### src/fir12_horizontal_pixel_filter_top_assert.svh
// ----------------------------------------------------------------------------
// fir12 horizontal pixel filter assertion macros
// Shared property forms for the filter's concurrent checks.
// ----------------------------------------------------------------------------
`ifndef FIR12_HORIZONTAL_PIXEL_FILTER_TOP_ASSERT_SVH
`define FIR12_HORIZONTAL_PIXEL_FILTER_TOP_ASSERT_SVH

// antecedent implies consequent in the same cycle
`define FIR12HPF_ASSERT_NOW(lbl, ante, cons, msg) \
  lbl: assert property (@(posedge clk) disable iff (!rst_n) (ante) |-> (cons)) \
    else $error(msg);

// antecedent implies consequent in the next cycle
`define FIR12HPF_ASSERT_NEXT(lbl, ante, cons, msg) \
  lbl: assert property (@(posedge clk) disable iff (!rst_n) (ante) |=> (cons)) \
    else $error(msg);

`endif

### src/fir12hpf_pkg.sv
// ----------------------------------------------------------------------------
// fir12hpf_pkg
// Types and constants of the 12-tap horizontal pixel filter.
// ----------------------------------------------------------------------------
package fir12hpf_pkg;

  localparam int NUM_TAPS        = 12;
  localparam int WIN_LEN         = NUM_TAPS - 1;
  localparam int FILL_W          = 4;
  localparam int PIX_W           = 12;
  localparam int COEF_W          = 16;
  localparam int PROD_W          = PIX_W + 1 + COEF_W;
  localparam int QUAD_W          = PROD_W + 2;
  localparam int SUM_W           = 32;
  localparam int DEPTH_W         = 4;
  localparam int CFG_IDX_W       = 2;
  localparam int CFG_DATA_W      = 64;
  localparam int TAPS_PER_WORD   = CFG_DATA_W / COEF_W;
  localparam int ROUND_SHIFT_DEF = 7;

  typedef enum logic [CFG_IDX_W-1:0] {
    REG_COEFFS_0_TO_3  = 2'd0,
    REG_COEFFS_4_TO_7  = 2'd1,
    REG_COEFFS_8_TO_11 = 2'd2,
    REG_BIT_DEPTH      = 2'd3
  } cfg_reg_t;

  localparam logic [DEPTH_W-1:0] DEPTH_RESET = 4'd8;

  typedef logic [PIX_W-1:0]          pix_t;
  typedef logic signed [COEF_W-1:0]  coef_t;
  typedef logic signed [PROD_W-1:0]  prod_t;

  typedef struct packed {
    logic shift;
    logic mult;
  } cell_ctl_t;

  typedef struct packed {
    logic valid;
    logic row_end;
  } tag_t;

endpackage

### src/fir12hpf_cell.sv
// ----------------------------------------------------------------------------
// fir12hpf_cell
// One filter tap: holds a window pixel, passes it on, forms its product.
// ----------------------------------------------------------------------------
module fir12hpf_cell (
  input  logic                      clk,
  input  fir12hpf_pkg::cell_ctl_t   ctl,
  input  fir12hpf_pkg::pix_t        pix_next,
  input  fir12hpf_pkg::coef_t       coef,
  output fir12hpf_pkg::pix_t        pix_q,
  output fir12hpf_pkg::prod_t       prod_q
);
  import fir12hpf_pkg::*;

  pix_t  pix_r;
  prod_t prod_r;
  prod_t prod_nxt;

  always_comb begin
    prod_nxt = $signed({1'b0, pix_r}) * coef;
  end

  always_ff @(posedge clk) begin
    if (ctl.shift) begin
      pix_r <= pix_next;
    end
    if (ctl.mult) begin
      prod_r <= prod_nxt;
    end
  end

  assign pix_q  = pix_r;
  assign prod_q = prod_r;
endmodule

### config.mk
export PLATFORM = sky130hd
export DESIGN_NAME = fir12hpf_cell
export DESIGN_NICKNAME = d
export VERILOG_FILES = /design/src/fir12_horizontal_pixel_filter_top_assert.svh /design/src/fir12hpf_pkg.sv /design/src/fir12hpf_cell.sv
export SDC_FILE = /design/constraint.sdc
export NUM_CORES = 1
export LEC_CHECK = 0
export BUFFER_PORTS_ARGS = -buffer_cell sky130_fd_sc_hd__buf_4
export CAP_MARGIN = 10
export CORE_ASPECT_RATIO = 0.5
export CORE_MARGIN = 3
export CORE_UTILIZATION = 57
export CTS_CLUSTER_SIZE = 30
export DETAILED_ROUTE_END_ITERATION = 7
export PLACE_DENSITY = 0.85
export RECOVER_POWER = 100
export SETUP_SLACK_MARGIN = 0.5
export SYNTH_ARGS = -nofsm -noshare
export SYNTH_HDL_FRONTEND = slang
export SYNTH_SLANG_ARGS = --single-unit
export TNS_END_PERCENT = 5
### constraint.sdc
create_clock -name clk -period 6.2 [get_ports clk]
set_input_delay 1.24 -clock clk [delete_from_list [all_inputs] [get_ports clk]]
set_output_delay 1.24 -clock clk [all_outputs]
set_load 0.005 [all_outputs]
## Word-level counts from Yosys, hierarchy flattened

Index checks and enable logic that the tools add are counted.

| word-level totals | value |
|---|---|
| flip-flop bits (word level) | 41 |
| bits of input ports | 31 |
| output and inout bits | 41 |
| word-level logic and storage cells | 3 |

| operators by class | value |
|---|---|
| multiply operators | 1 |

Operator list:

| cell | number |
|---|---|
| multiplier 13 x 16 -> 29 bit | 1 |

## Depth between registers and ports, before layout

| depth | value |
|---|---|
| depth in word-level cells | 1 |
| depth in mapped cells | 21 |
| depth with buffers taken out | 19 |

## Worst setup path before layout

OpenSTA, ideal clock, no wires.

| timing | value |
|---|---|
| path kind | input to register |
| from | input coef[15] |
| to | register prod_r[28], in the netlist prod_q[28] (data pin) |
| library setup time | 0.262 ns |
| data arrival time | 5.943 ns |
| data required time | 5.938 ns |
| path slack | -0.005 ns |
| stages | 18 |
| path buffers | 1 |
| path through | clkbuf_1 -> nand2_1 -> fa_1 -> fa_1 -> inv_1 -> fa_1 -> fa_1 -> inv_1 -> fa_1 -> inv_1 -> ha_1 -> nand2_1 -> or3_1 -> a21oi_1 -> nand3_1 -> a31oi_1 -> o31ai_1 -> xnor2_1 |

| between the ends | value |
|---|---|
| word-level cells in the longest chain between the ends | 1 |

RTL lines:

| item | line | RTL |
|---|---|---|
| from (decl) | fir12hpf_cell.sv:9 | `input fir12hpf_pkg::coef_t coef,` |
| multiplier 13 x 16 -> 29 bit | fir12hpf_cell.sv:20 | `prod_nxt = $signed({1'b0, pix_r}) * coef;` |
| net prod_nxt[28] | fir12hpf_cell.sv:17 | `prod_t prod_nxt;` |
| to (signal assigned) | fir12hpf_cell.sv:28 | `prod_r <= prod_nxt;` |
| to (decl) | fir12hpf_cell.sv:16 | `prod_t prod_r;` |

The timed path passes the listed nets, and every way through them passes these cells.
A chain may end at the register's enable or synchronous reset.

## Worst setup path after layout

Same ends and word-level chain as after synthesis.

==> qor.yml <==
cts_max_path_buffers: 2
rsz0062_at_grt: "true"
rows: 30
area_growth_pct: 14.93
drive_gt1_share_pct: 15.05
async_reset_ff_share_pct: 0
syn_avg_cell_area_um2: 9.503
relSlewSlack_pct: -30.68
grt_pass1_vias: 7259
cp_num_buf_inv: 5
finalHoldViolations: 0
arrival_ps: 5940
tritoncts: "done"
vias: 6301
antenna_found_initial: 0
clk_pin_slew_ps: 70
port_buffers: 71
cts_root_buf: "clkbuf_16"
place_ws_ps: -115.9
n_antenna_cell: 0
cp_max_fo: 12
grt_max_degree: 30
maxCapViolations: 1
setup_violations: 0
yosysSeqAreaShare_pct: 14.36
cp_cell_sequence: "buf_6 -> and2_4 -> inv_1 -> fa_1 -> fa_1 -> inv_2 -> fa_1 -> fa_1 -> inv_1 -> fa_1 -> inv_1 -> ha_4 -> nand2_1 -> or3_4 -> a21oi_2 -> nand3_2 -> a31oi_2 -> o31ai_1 -> xnor2_1"
dp_cells: 1150
post-route-drc-count: 0
cts_sinks: 41
cp_common_cell: "fa_1"
period_share_pct: 95.18
detailed_place_hpwl_mm: 15.06
grt_pass1_wl_mm: 33.38
ys_warn_count: 0
viasPerCell: 5.423
ant_nets: 0
slowest_stage: "fa_1"
netlist_area_mm2: 0.008572
setup_ws_ps: 298.8
ys_top_cells_by_area: "fa_1 (42%), edfxtp_1 (14%), inv_1 (11%)"
reg2reg_slack_ps: 540
register_area_mm2: 0.001231
crit_type: "in2reg"
multi_input_area_mm2: 0.006588
die_h_um: 92.72
yosys.cell_types.count: 39
synthFlopType: "edfxtp_1"
synth_top_area_share_pct: 41.57
cts_buffers: 5
critical_path.max_stage_delay_ps: 580
syn_nets: 1178
final_cell_count_no_fill: 1162
grt_use_total_pct: 24.80
status: "complete, but fails checks"
grt_overflow: 0
fillCellCount: 1045
min_path_type: "reg2reg"
wl_per_cell_um: 16.49
timing.fmax_mhz: 169.5
first_iter_violations: 402
core_mm2: 0.01411
drt_pass1_iterations: 5
finalMaxSlewViolations: 30
synth_edf_count: 41
synth-seq-cells: 41
pin_count: 72
failed_checks: "max-capacitance violations, max-slew violations"
period_minus_slack_ps: 5901
synth_top_area_cell: "fa_1"
place_congestion: 0.8757
critPathRequiredTime_ps: 6240
final_nets: 1246
cp-start-kind: "input port"
fin_util_pct: 69.80
wl_mm: 19.17
ctsHoldBuffers: 0
tightestPinTransition_ps: 1960
dieArea_mm2: 0.01664
crit_family: "adder cells"
die_width_um: 179.4
endpoint_kind: "register"
syn_inst: 902
ctsHtreeMaxLevel: 2
clk_latency_ps: 290
start_util_pct: 60.74
fin_skew_ps: 7.513
worst reg2reg max path: cells and delay by family (launching register included):
family / cells / cell delay, ps
compound gates: 3 / 610
xor+xnor: 1 / 140
fa+ha+maj: 6 / 2900
buf+inv: 4 / 250
flops: 1 / 720
simple gates: 4 / 780
flip-flops by register name, summed over array words and instances, names as in the netlist:
signal  cells
pix_q      12
prod_q     29
cell families after synthesis:
logic type	Yosys count	synth area share, %
compound gates	68	5.123
xor+xnor	28	2.861
fa+ha+maj	245	51.35
buf+inv	282	12.36
flops	41	14.36
simple gates	238	13.94
cells in the mapped netlist, drive strengths merged, types with 3 or more instances:
cell / instances
a21oi: 22
inv: 250
clkbuf: 31
edfxtp: 41
nor2: 8
fa: 178
a21o: 9
o21ai: 13
xnor2: 19
ha: 67
nand3: 7
a31oi: 3
o21a: 3
nand2b: 5
nand2: 109
nor2b: 3
o211ai: 6
xor2: 9
and2: 97
layout by cell type (no fill, tap or decap), types with 5 or more instances in the layout:
master     count
nand2b_1       5
ha_4          14
inv_1        245
o211ai_1       5
and2_0         6
and2_4         7
inv_2          5
xnor2_1       19
edfxtp_1      41
xor2_1         9
nor2_1         7
a21oi_2        5
a21o_1         8
fa_1         175
ha_1          53
nand2_1      108
buf_4         32
clkbuf_16      5
clkbuf_4      52
o21ai_0       10
nand3_1        5
a21oi_1       16
and2_1        84
path summary, 6_finish.rpt:
path	startpoint	endpoint	cells past startpoint
worst min register to register	pix_q[0]$_DFFE_PP_	prod_q[0]$_DFFE_PP_	1
worst max register to register	pix_q[2]$_DFFE_PP_	prod_q[28]$_DFFE_PP_	18
worst min-delay path	pix_q[0]$_DFFE_PP_	prod_q[0]$_DFFE_PP_	1
worst max-delay path	coef[15]	prod_q[28]$_DFFE_PP_	19
per-layer routing:
layer | vias to the layer above | routed length (um) | global-route usage [%]
met5 | - | 0 | 0
met1 | 3216 | 7504 | 29.55
met4 | 0 | 770 | 9.518
li1 | 2793 | - | -
met3 | 68 | 895 | 3.335
met2 | 224 | 9994 | 46.26
final cells by class:
| class | count | area share (%) |
|---|---|---|
| well taps | 192 | 2.438 |
| flip-flops and latches | 41 | 12.50 |
| inverters | 250 | 9.525 |
| repair buffers | 93 | 7.049 |
| clock inverters | 2 | 0.3556 |
| multi-input cells | 579 | 66.87 |
| clock buffers | 5 | 1.270 |
timing repair:
item,4_1_cts,5_1_grt
resized for setup,17,29
setup endpoints to repair,11,13
pin swaps,19,20
hold endpoints to repair,0,0
setup buffers,5,0
stage by stage:
stage / hold slack, ps / setup TNS (ps) / area [um^2]
after floorplan: 647.2 / 0 / 8738
after global placement: 1048 / 0 / 9465
after detailed placement: 1069 / -216.6 / 9465
after CTS: 1083 / 0 / 9724
after global routing: 1136 / 0 / 9852
final: 1108 / 0 / 9852
Power is not shown: default switching activity piles up to over one toggle a cycle in this logic, so the estimate is an artifact.
