$ cat src/fir12_horizontal_pixel_filter_top_assert.svh
// ----------------------------------------------------------------------------
// fir12 horizontal pixel filter assertion macros
// Shared property forms for the filter's concurrent checks.
// ----------------------------------------------------------------------------
`ifndef FIR12_HORIZONTAL_PIXEL_FILTER_TOP_ASSERT_SVH
`define FIR12_HORIZONTAL_PIXEL_FILTER_TOP_ASSERT_SVH

// antecedent implies consequent in the same cycle
`define FIR12HPF_ASSERT_NOW(lbl, ante, cons, msg) \
  lbl: assert property (@(posedge clk) disable iff (!rst_n) (ante) |-> (cons)) \
    else $error(msg);

// antecedent implies consequent in the next cycle
`define FIR12HPF_ASSERT_NEXT(lbl, ante, cons, msg) \
  lbl: assert property (@(posedge clk) disable iff (!rst_n) (ante) |=> (cons)) \
    else $error(msg);

`endif

$ cat src/fir12hpf_pkg.sv
// ----------------------------------------------------------------------------
// fir12hpf_pkg
// Types and constants of the 12-tap horizontal pixel filter.
// ----------------------------------------------------------------------------
package fir12hpf_pkg;

  localparam int NUM_TAPS        = 12;
  localparam int WIN_LEN         = NUM_TAPS - 1;
  localparam int FILL_W          = 4;
  localparam int PIX_W           = 12;
  localparam int COEF_W          = 16;
  localparam int PROD_W          = PIX_W + 1 + COEF_W;
  localparam int QUAD_W          = PROD_W + 2;
  localparam int SUM_W           = 32;
  localparam int DEPTH_W         = 4;
  localparam int CFG_IDX_W       = 2;
  localparam int CFG_DATA_W      = 64;
  localparam int TAPS_PER_WORD   = CFG_DATA_W / COEF_W;
  localparam int ROUND_SHIFT_DEF = 7;

  typedef enum logic [CFG_IDX_W-1:0] {
    REG_COEFFS_0_TO_3  = 2'd0,
    REG_COEFFS_4_TO_7  = 2'd1,
    REG_COEFFS_8_TO_11 = 2'd2,
    REG_BIT_DEPTH      = 2'd3
  } cfg_reg_t;

  localparam logic [DEPTH_W-1:0] DEPTH_RESET = 4'd8;

  typedef logic [PIX_W-1:0]          pix_t;
  typedef logic signed [COEF_W-1:0]  coef_t;
  typedef logic signed [PROD_W-1:0]  prod_t;

  typedef struct packed {
    logic shift;
    logic mult;
  } cell_ctl_t;

  typedef struct packed {
    logic valid;
    logic row_end;
  } tag_t;

endpackage

$ cat src/fir12hpf_sum.sv
// ----------------------------------------------------------------------------
// fir12hpf_sum
// Adds the tap products, rounds, shifts and clamps; holds the result.
// ----------------------------------------------------------------------------
module fir12hpf_sum #(
  parameter int ROUND_SHIFT = fir12hpf_pkg::ROUND_SHIFT_DEF
) (
  input  logic                     clk,
  input  logic                     rst_n,
  input  fir12hpf_pkg::tag_t       in_tag,
  input  fir12hpf_pkg::prod_t      prods [fir12hpf_pkg::NUM_TAPS],
  input  fir12hpf_pkg::pix_t       depth_max,
  output logic                     in_ready,
  input  logic                     out_ready,
  output fir12hpf_pkg::tag_t       out_tag,
  output fir12hpf_pkg::pix_t       out_pixel
);
  import fir12hpf_pkg::*;

  localparam int NUM_QUADS = NUM_TAPS / 4;
  localparam int RND_W     = SUM_W + 1;
  localparam logic signed [RND_W-1:0] RND_HALF = RND_W'(1) << (ROUND_SHIFT - 1);

  logic signed [QUAD_W-1:0] quad_r   [NUM_QUADS];
  logic signed [QUAD_W-1:0] quad_nxt [NUM_QUADS];
  logic signed [SUM_W-1:0]  total_r;
  logic signed [SUM_W-1:0]  total_nxt;
  logic signed [RND_W-1:0]  rounded;
  logic signed [RND_W-1:0]  shifted;
  pix_t                     pix_nxt;
  pix_t                     pix_r;
  tag_t                     tag3_r;
  tag_t                     tag4_r;
  tag_t                     tago_r;
  logic                     load3;
  logic                     load4;
  logic                     loado;

  assign loado    = !tago_r.valid || out_ready;
  assign load4    = !tag4_r.valid || loado;
  assign load3    = !tag3_r.valid || load4;
  assign in_ready = load3;

  always_comb begin
    for (int q = 0; q < NUM_QUADS; q++) begin
      quad_nxt[q] = QUAD_W'(prods[4*q]) + QUAD_W'(prods[4*q+1])
                  + QUAD_W'(prods[4*q+2]) + QUAD_W'(prods[4*q+3]);
    end
    total_nxt = SUM_W'(quad_r[0]) + SUM_W'(quad_r[1]) + SUM_W'(quad_r[2]);
  end

  always_comb begin
    rounded = RND_W'(total_r) + RND_HALF;
    shifted = rounded >>> ROUND_SHIFT;
    if (shifted < 0) begin
      pix_nxt = '0;
    end else if (shifted > $signed({{(RND_W-PIX_W){1'b0}}, depth_max})) begin
      pix_nxt = depth_max;
    end else begin
      pix_nxt = shifted[PIX_W-1:0];
    end
  end

  always_ff @(posedge clk) begin
    if (load3) begin
      quad_r <= quad_nxt;
    end
    if (load4) begin
      total_r <= total_nxt;
    end
    if (loado) begin
      pix_r <= pix_nxt;
    end
  end

  always_ff @(posedge clk) begin
    if (!rst_n) begin
      tag3_r <= '0;
      tag4_r <= '0;
      tago_r <= '0;
    end else begin
      if (load3) begin
        tag3_r <= in_tag;
      end
      if (load4) begin
        tag4_r <= tag3_r;
      end
      if (loado) begin
        tago_r <= tag4_r;
      end
    end
  end

  assign out_tag   = tago_r;
  assign out_pixel = pix_r;
endmodule

$ cat config.mk
export PLATFORM = sky130hd
export DESIGN_NAME = fir12hpf_sum
export DESIGN_NICKNAME = d
export VERILOG_FILES = /design/src/fir12_horizontal_pixel_filter_top_assert.svh /design/src/fir12hpf_pkg.sv /design/src/fir12hpf_sum.sv
export SDC_FILE = /design/constraint.sdc
export NUM_CORES = 1
export LEC_CHECK = 0
export ABC_AREA = 1
export BUFFER_PORTS_ARGS = -buffer_cell sky130_fd_sc_hd__buf_4
export CORE_UTILIZATION = 45
export DETAILED_ROUTE_END_ITERATION = 12
export GPL_TIMING_DRIVEN = 0
export PLACE_DENSITY = 0.82
export RECOVER_POWER = 100
export SKIP_LAST_GASP = 1
export SYNTH_ARGS = -nofsm -noshare
export SYNTH_HDL_FRONTEND = slang
export SYNTH_SLANG_ARGS = --single-unit
$ cat constraint.sdc
create_clock -name clk -period 3.05 [get_ports clk]
set_input_delay 0.1525 -clock clk [delete_from_list [all_inputs] [get_ports clk]]
set_output_delay 0.1525 -clock clk [all_outputs]
set_load 0.005 [all_outputs]
==> After elaboration in Yosys (flattened, before gate mapping) <==
Index checks and enable logic that the tools add are counted.
{ "op_classes": {"div_mod_pow": 0, "n_eq_ne": 0, "magnitude_cmp": 2, "reduce_logical": 6, "shifts": 0, "bitwise": 0, "mul": 0, "mux": 1, "n_addsub": 12} }
{ "op_table": {"columns": ["op", "count"], "rows": [
  ["30-bit by 29-bit adder with 31-bit output", 3],
  ["31-bit by 29-bit adder with 31-bit output", 3],
  ["29-bit by 29-bit adder with 30-bit output", 3],
  ["32-bit by 8-bit adder with 33-bit output, second input constant", 1],
  ["31-bit by 31-bit adder with 32-bit output", 1],
  ["32-bit by 31-bit adder with 32-bit output", 1],
  ["26-bit by 13-bit greater-than comparator with 1-bit output", 1],
  ["26-bit by 1-bit < comparator with 1-bit output, second input constant", 1],
  ["12-bit 2-to-1 mux", 1],
  ["1-bit zero test", 3],
  ["1-bit logical OR", 3]
]} }
{ "word_totals": {"mem_count": 0, "register_bits": 143, "romBits": 0, "ram_bits": 0, "latchBits": 0, "output_inout_bits": 15, "wordCells": 32, "in_bits": 365} }

==> Longest topological paths before layout <==
Gate-level depths: netlist (run 1).
{ "depth": {"depth_word": 4, "depth_mapped": 19} }

==> Worst setup path after synthesis (run 1) <==
Ideal clock, no wire load.
{ "synth_timing": {"kind": "reg-to-reg", "startpoint": "reg tago_r (netlist bit out_tag[1])", "endpoint": "reg quad_r[0] (netlist name) (enable)", "stages_incl_launch_ff": 6, "n_path_buf": 0, "setup_ps": 901, "arrival_time_ps": 2530, "period_less_slack_ps": 3431, "slack_ps": -381, "cell_sequence": "dfxtp_1 -> inv_1 -> nor2_1 -> inv_1 -> nor2_1 -> nand2_1"} }
{ "synth_via": {"elab_chain_len": 4} }
{ "synth_lines": {"columns": ["item", "line", "rtl"], "rows": [
  ["start: declaration", "fir12hpf_sum.sv:34", "tag_t tago_r;"],
  ["start signal: assignment", "fir12hpf_sum.sv:89", "tago_r <= tag4_r;"],
  ["1-bit zero test", "fir12hpf_sum.sv:39", "assign loado = !tago_r.valid || out_ready;"],
  ["1-bit logical OR", "fir12hpf_sum.sv:39", null],
  ["net loado", "fir12hpf_sum.sv:37", "logic loado;"],
  ["1-bit logical OR", "fir12hpf_sum.sv:40", "assign load4 = !tag4_r.valid || loado;"],
  ["1-bit logical OR", "fir12hpf_sum.sv:41", "assign load3 = !tag3_r.valid || load4;"],
  ["net in_ready", "fir12hpf_sum.sv:13", "output logic in_ready,"],
  ["end signal: assignment", "fir12hpf_sum.sv:66", "quad_r <= quad_nxt;"],
  ["end: declaration", "fir12hpf_sum.sv:24", "logic signed [QUAD_W-1:0] quad_r [NUM_QUADS];"]
]} }
The timed path passes the listed nets, and every way through them passes these cells.
A chain may end at the register's enable or synchronous reset.

==> flow_metrics.env, run 1 <==
export IMPL_outcome="completed"
export IMPL_post_route_drc_count=0
export IMPL_hp_class="in2reg"
export IMPL_grt_pass1_vias=15900
export IMPL_switchingPower_w=0.0116
export IMPL_tritoncts="done"
export IMPL_cellPowerDensity_nw_per_um2=1030
export IMPL_design_final_nets=3313
export IMPL_crit_path_cell_trace="buf_4 > inv_1 > fa_1 > fa_1 > inv_1 > ha_1 > nand3_1 > nand3_2 > a21oi_4 > o21ai_1 > a21oi_2 > o21bai_1 > nand2_1 > nand2_1 > xor2_1"
export IMPL_n_fill_cell=3451
export IMPL_final_layout_setup_total_negative_slack_ns=0
export IMPL_yosys_warnings=0
export IMPL_power_w=0.0231
export IMPL_timing_fmax_mhz=338
export IMPL_synth_seq_area_share=0.229
export IMPL_drt_pass1_iterations=5
export IMPL_seq_area_um2=4050
export IMPL_cts_inserted_buffers=17
export IMPL_clock_pin_slew_reported_for_the_worst_setup_and_hold_paths_after_clock_tree_synthesis_ns=0.06
export IMPL_dr_total_vias=15300
export IMPL_clock_sinks=137
export IMPL_cellLeakagePower_nw=11.8
export IMPL_insertion_delay_of_the_later_clocked_pin_in_the_worst_skew_pair_ns=0.43
export IMPL_drive_above_1_share=0.202
export IMPL_final_core_utilization=0.578
export IMPL_timing_final_setup_violations=0
export IMPL_mappedNetlistArea_um2=17700
export IMPL_grt_max_degree=53
export IMPL_power_frac_clock=0.083
export IMPL_path_class="in2reg"
export IMPL_synth_cell_type_count=37
export IMPL_num_io_pins=380
export IMPL_sequential_share_of_power=0.203
export IMPL_cts_root_buffer="clkbuf_16"
export IMPL_dr_wl_met3_um=1930
export IMPL_die_y_um=200
export IMPL_yosys_top_cells_area="fa_1 (23%), edfxtp_1 (22%), inv_1 (14%)"
export IMPL_p_int_w=0.0115
export IMPL_synth_seq_cells=137
export IMPL_syn_to_final_growth_pct=26.7
export IMPL_worst_slew_pin_slew_ns=1.22
export IMPL_syn_instance_count=2169
export IMPL_wl_per_cell_um=14.5
export IMPL_p_sw_frac=0.501
export IMPL_gp_congestion=0.870
export IMPL_cp_arrival_ns=3.12
export IMPL_cell_type_of_the_slowest_stage_on_the_worst_timing_path="fa_1"
export IMPL_gr_usage_all_layers=0.231
export IMPL_syn_avg_cell_area_um2=8.15
export IMPL_longest_individual_stage_delay_on_the_worst_path_ns=0.60
export IMPL_combinationalPowerShare=0.714
export IMPL_routed_via_density=4.88
export IMPL_die_width_um=200
export IMPL_relSlewSlack=0.182
export IMPL_period_share=0.970
export IMPL_initial_core_util=0.456
export IMPL_htree_num_levels=4
export IMPL_detailed_placement_hpwl_um=39200
export IMPL_endpoint_kind="register"
export IMPL_rsz0062_at_grt="yes"
export IMPL_pre_cts_setup_slack_ns=-0.867
export IMPL_timing_final_max_slew_violations=0
export IMPL_met2_wirelength_um=22700
export IMPL_area_of_the_multi_input_gates_um2=11500
export IMPL_synth_fp_nets=2874
export IMPL_drtIter0Drc=762
export IMPL_drt_met1_wl_um=19300
export IMPL_clockBufferDepth=2
export IMPL_port_buffer_count=379
export IMPL_coreArea_um2=38700
export IMPL_grt_antenna_before_repair=0
export IMPL_dr_max_layer_used="met4"
export IMPL_max_capacitance_violation_count=0
export IMPL_max_vdd_ir_drop_uv=701
export IMPL_detail_route_wirelength_um=45300
export IMPL_final_setup_skew_ns=0.00959
export IMPL_layout_setup_ws_ns=0.0918
export IMPL_layout_min_cycle_time_ns=2.96
export IMPL_rows=72
export IMPL_antenna_diode_count=0
export IMPL_dieArea_um2=40100
export IMPL_ant_nets=0
export IMPL_final_hold_violation_count=0
export IMPL_worstSetupStartpointType="primary input"
export IMPL_yosysTopAreaCell="fa_1"
export IMPL_grt_overflow_total=0
export IMPL_global_route_wire_length_before_repair_um=75100
export IMPL_worstPathRequired_ns=3.21
export IMPL_timing_critical_path_fanout_max=4
export IMPL_synth_top_area_share=0.234
[sequential cells by signal, summed over array words and instances, names as in the netlist]
signal and cells:
out_tag 2, total_r 26, quad_r 93, tag4_r 2, out_pixel 12, tag3_r 2
[routing by layer]
metal  vias up  GRT usage
met4         0     0.0802
met1      7229      0.287
met5         -          0
met3        71     0.0298
met2       436      0.410
li1       7567          -
[worst paths after layout]
| kind | startpoint | to | slack, ns | cells past startpoint |
|---|---|---|---|---|
| setup / recovery | prods[118] | quad_r[55] | 0.09 | 15 |
| hold / removal | prods[203] | quad_r[31] | 0.03 | 2 |
| setup reg to reg | total_r[7] | out_pixel[4] | 0.12 | 16 |
| hold reg to reg | tag4_r[1] | out_tag[1] | 0.47 | 2 |
[cell families (layout without fill, tap and decap cells)]
family	after synthesis	after routing	share of synthesized area
AO/OA/AOI/OAI	294	294	0.0982
flip-flops	137	137	0.229
XOR/XNOR	116	116	0.0575
AND/OR/NAND/NOR	629	629	0.146
buffers and inverters	653	1103	0.140
adder cells (fa/ha/maj)	340	340	0.329
[power by group through the flow]
stage          logic, W  registers [W]  clock network (W)
2_1_floorplan    0.0112        0.00439                  0
3_3_place_gp     0.0151        0.00470                  0
3_5_place_dp     0.0154        0.00472                  0
4_1_cts          0.0157        0.00469            0.00195
5_1_grt          0.0186        0.00479            0.00203
6_report         0.0165        0.00469            0.00192
[synthesized netlist by cell type (all sizes together)]
master   instances
a21boi          11
a21o            18
a21oi          122
a221oi           9
a31oi           16
and2             1
buf              5
clkbuf           1
dfxtp            6
edfxtp         131
fa             207
ha             133
inv            647
nand2          331
nand3           42
nand3b           4
nand4           33
nor2           199
nor3            13
nor4             6
o2111ai          3
o211a            1
o211ai           7
o21a            17
o21ai           69
o21bai          11
o221ai           3
o311ai           4
o31ai            3
xnor2           38
xor2            78
[critical path, delay by kind of cell]
family,cells,cell delay (ns)
adders and majority gates,3,1.39
AOI/OAI and AO/OA,4,0.89
and+or+nand+nor,4,0.33
buffers and inverters,3,0.19
xor gates and xnor gates,1,0.15
[placed cells by master (no fill, tap or decap), types with 4 or more instances in the layout]
cell type	synthesis	layout
a21o_1	18	18
o211ai_1	7	7
clkbuf_16	0	17
nor2_1	188	182
a221oi_1	9	9
xnor2_1	38	35
o21ai_2	0	9
fa_1	207	204
a21boi_2	0	5
nand2_1	329	320
buf_4	2	397
nor3_1	13	12
inv_1	647	647
clkinv_2	0	4
a21oi_1	122	106
nand3_1	42	40
nand2_2	2	10
nand3b_1	4	4
edfxtp_1	131	131
o21a_1	17	17
o21bai_1	11	7
a31oi_1	16	16
clkbuf_1	1	4
nor4_1	6	5
a21oi_2	0	13
nor2_4	2	8
ha_1	133	130
o21ai_1	3	6
o21ai_0	66	51
a21boi_0	11	4
clkbuf_4	0	19
dfxtp_1	6	6
nor2_2	9	9
xor2_1	78	75
nand4_1	33	33
[timing repair]
action / CTS / global route
setup endpoints to repair: 52 / 53
hold buffers: 3 / 0
endpoints found under the hold margin: 5 / 0
pin swaps: 4 / 27
setup buffers: 3 / 34
gates resized for setup: 23 / 69
[area by class of cell]
class	instances	share of cell area
Multi-Input combinational cell	1379	0.514
Sequential cell	137	0.181
Buffer	6	0.00207
Timing Repair Buffer	420	0.142
Clock buffer	18	0.0192
Clock inverter	12	0.00464
Tap cell	518	0.0289
Inverter	647	0.108
[through the flow]
step	area, um2	hold slack, ns	instances
detailed placement	21200	0.393	3067
global placement	21200	0.381	3066
global route	22400	0.0228	3137
finish	22400	0.0251	3137
CTS	21900	0.0185	3103
floorplan	17700	0.270	2169
Note: power is estimated with default switching activity, not from simulation.
==> run 2: changes to the inputs <==
--- a/config.mk
+++ b/config.mk
@@ -10,6 +10,7 @@
 export CORE_UTILIZATION = 45
 export DETAILED_ROUTE_END_ITERATION = 12
 export GPL_TIMING_DRIVEN = 0
+export MAX_ROUTING_LAYER = met4
 export PLACE_DENSITY = 0.82
 export RECOVER_POWER = 100
 export SKIP_LAST_GASP = 1
==> run 2 against run 1 <==
Net effect:
- setup slack got worse by 0.020 ns
- die area stayed put
- flip-flop and latch count stayed put
- worst hold slack worse by 0.00065 ns
- via count fell by 0.49%
- combinational power about the same
==> flow_metrics.env, run 2 (synthesized netlist as in run 1, its figures left out) <==
export IMPL_final_core_utilization=0.579
export IMPL_cp_arrival_ns=3.15
export IMPL_clockBufferDepth=2
export IMPL_cp_top_family="adder cells"
export IMPL_seq_area_um2=4050
export IMPL_worst_path_buf_inv=4
export IMPL_routed_via_density=4.86
export IMPL_rows=72
export IMPL_die_y_um=200
export IMPL_ant_nets=0
export IMPL_dr_total_vias=15200
export IMPL_detail_route_wirelength_um=45200
export IMPL_reg2reg_setup_slack_ns=0.14
export IMPL_insertion_delay_of_the_later_clocked_pin_in_the_worst_skew_pair_ns=0.43
export IMPL_layout_setup_ws_ns=0.0716
export IMPL_grt_max_degree=53
export IMPL_timing_final_setup_violations=0
export IMPL_drive_above_1_share=0.196
export IMPL_drt_pass1_iterations=5
export IMPL_path_class="in2reg"
export IMPL_cell_type_of_the_slowest_stage_on_the_worst_timing_path="fa_1"
export IMPL_design_final_nets=3308
export IMPL_max_capacitance_violation_count=0
export IMPL_num_io_pins=380
export IMPL_final_setup_skew_ns=0.00922
export IMPL_largest_register_ffs=93
export IMPL_area_of_the_multi_input_gates_um2=11500
export IMPL_worstPathRequired_ns=3.22
export IMPL_timing_final_max_slew_violations=0
export IMPL_syn_to_final_growth_pct=26.9
export IMPL_post_route_drc_count=0
export IMPL_cellLeakagePower_nw=11.8
export IMPL_cellPowerDensity_nw_per_um2=1040
export IMPL_cts_inserted_buffers=17
export IMPL_global_route_wire_length_before_repair_um=74400
export IMPL_crit_path_cell_trace="clkbuf_4 > inv_1 > fa_1 > fa_1 > inv_1 > ha_1 > inv_1 > fa_2 > o21ai_4 > a21boi_2 > o21bai_2 > a21boi_2 > o21ai_2 > nand2_1 > nand3_1 > nand2_1"
export IMPL_layout_cells_most_common="inv_1"
export IMPL_worst_slew_pin_slew_ns=1.06
export IMPL_longest_individual_stage_delay_on_the_worst_path_ns=0.57
export IMPL_path_common_cell="inv_1"
export IMPL_period_share=0.977
export IMPL_grt_overflow_total=0
export IMPL_cts_root_buffer="clkbuf_16"
export IMPL_htree_num_levels=4
export IMPL_gr_usage_all_layers=0.237
export IMPL_antenna_diode_count=0
export IMPL_grt_antenna_before_repair=0
export IMPL_tritoncts="done"
export IMPL_gp_congestion=0.893
export IMPL_clock_sinks=137
export IMPL_final_hold_violation_count=0
export IMPL_wl_per_cell_um=14.4
export IMPL_grt_pass1_vias=15800
export IMPL_initial_core_util=0.456
export IMPL_rsz0062_at_grt="yes"
export IMPL_detailed_placement_hpwl_um=39500
export IMPL_n_fill_cell=3468
export IMPL_outcome="completed"
export IMPL_max_vdd_ir_drop_uv=714
export IMPL_port_buffer_count=379
export IMPL_dieArea_um2=40100
export IMPL_die_width_um=200
export IMPL_layout_min_cycle_time_ns=2.98
export IMPL_largest_register="quad_r"
export IMPL_clock_pin_slew_reported_for_the_worst_setup_and_hold_paths_after_clock_tree_synthesis_ns=0.07
export IMPL_coreArea_um2=38700
export IMPL_hp_class="in2reg"
export IMPL_endpoint_kind="register"
export IMPL_timing_critical_path_fanout_max=3
export IMPL_final_cell_mix="inv_1 (647), buf_4 (391), nand2_1 (323), fa_1 (204), nor2_1 (184)"
export IMPL_drtIter0Drc=848
export IMPL_relSlewSlack=0.292
export IMPL_worstSetupStartpointType="primary input"
export IMPL_pre_cts_setup_slack_ns=-0.883
export IMPL_timing_fmax_mhz=336
==> run 2: cell types whose count changed in the layout (fill, tap and decap cells not counted), sizes merged <==
| cell | before | now |
|---|---|---|
| inv | 649 | 651 |
| buf | 401 | 395 |
| clkinvlp | 2 | 0 |
| bufinv | 1 | 5 |
| clkinv | 7 | 3 |
| clkbuf | 40 | 43 |
==> run 2: final timing paths <==
path	from	to	depth (start not counted)
max	prods[233]	quad_r[85]	16
min	prods[203]	quad_r[31]	2
max reg2reg	total_r[6]	out_pixel[6]	16
min reg2reg	tag4_r[1]	out_tag[1]	2
==> run 2: through the flow <==
stage / hold WS (ns) / power, W / cells / setup TNS (ns) / area (um2)
4_1_cts: 0.0103 / 0.0227 / 3106 / 0 / 22000
3_5_place_dp: 0.392 / 0.0201 / 3067 / -33.06 / 21200
5_1_grt: 0.0275 / 0.0256 / 3134 / -0.535 / 22400
6_report: 0.0244 / 0.0233 / 3134 / 0 / 22400
3_3_place_gp: 0.381 / 0.0199 / 3066 / -38.78 / 21200
2_1_floorplan: 0.270 / 0.0156 / 2169 / 0 / 17700
==> run 2: area by class of cell <==
class                           count  area share
Inverter                          647       0.108
Tap cell                          518      0.0289
Buffer                              6     0.00206
Timing Repair Buffer              415       0.140
Clock inverter                     12     0.00943
Multi-Input combinational cell   1379       0.511
Sequential cell                   137       0.181
Clock buffer                       20      0.0195
==> run 2: routing by layer <==
layer / wire length (um) / up-vias / global-route usage
li1: - / 7553 / -
met1: 19600 / 7189 / 0.290
met2: 22700 / 418 / 0.408
met4: 1260 / 0 / 0.0753
met3: 1640 / 68 / 0.0286
met5: 0 / - / -
==> run 2: report_power, final <==
| group | internal, W | leakage [nW] | total, W | switching, W |
|---|---|---|---|---|
| logic | 0.00637 | 10.1 | 0.0163 | 0.00989 |
| registers | 0.00393 | 1.45 | 0.00467 | 0.000739 |
| clock network | 0.00147 | 0.314 | 0.00232 | 0.000849 |
==> run 2: what timing repair did <==
action / in CTS / in global routing
endpoints found under the hold margin: 4 / 0
hold buffers: 3 / 0
gates cloned: 0 / 0
resized for setup: 22 / 59
setup buffers: 4 / 28
setup endpoints to repair: 53 / 49
pin swaps: 5 / 19
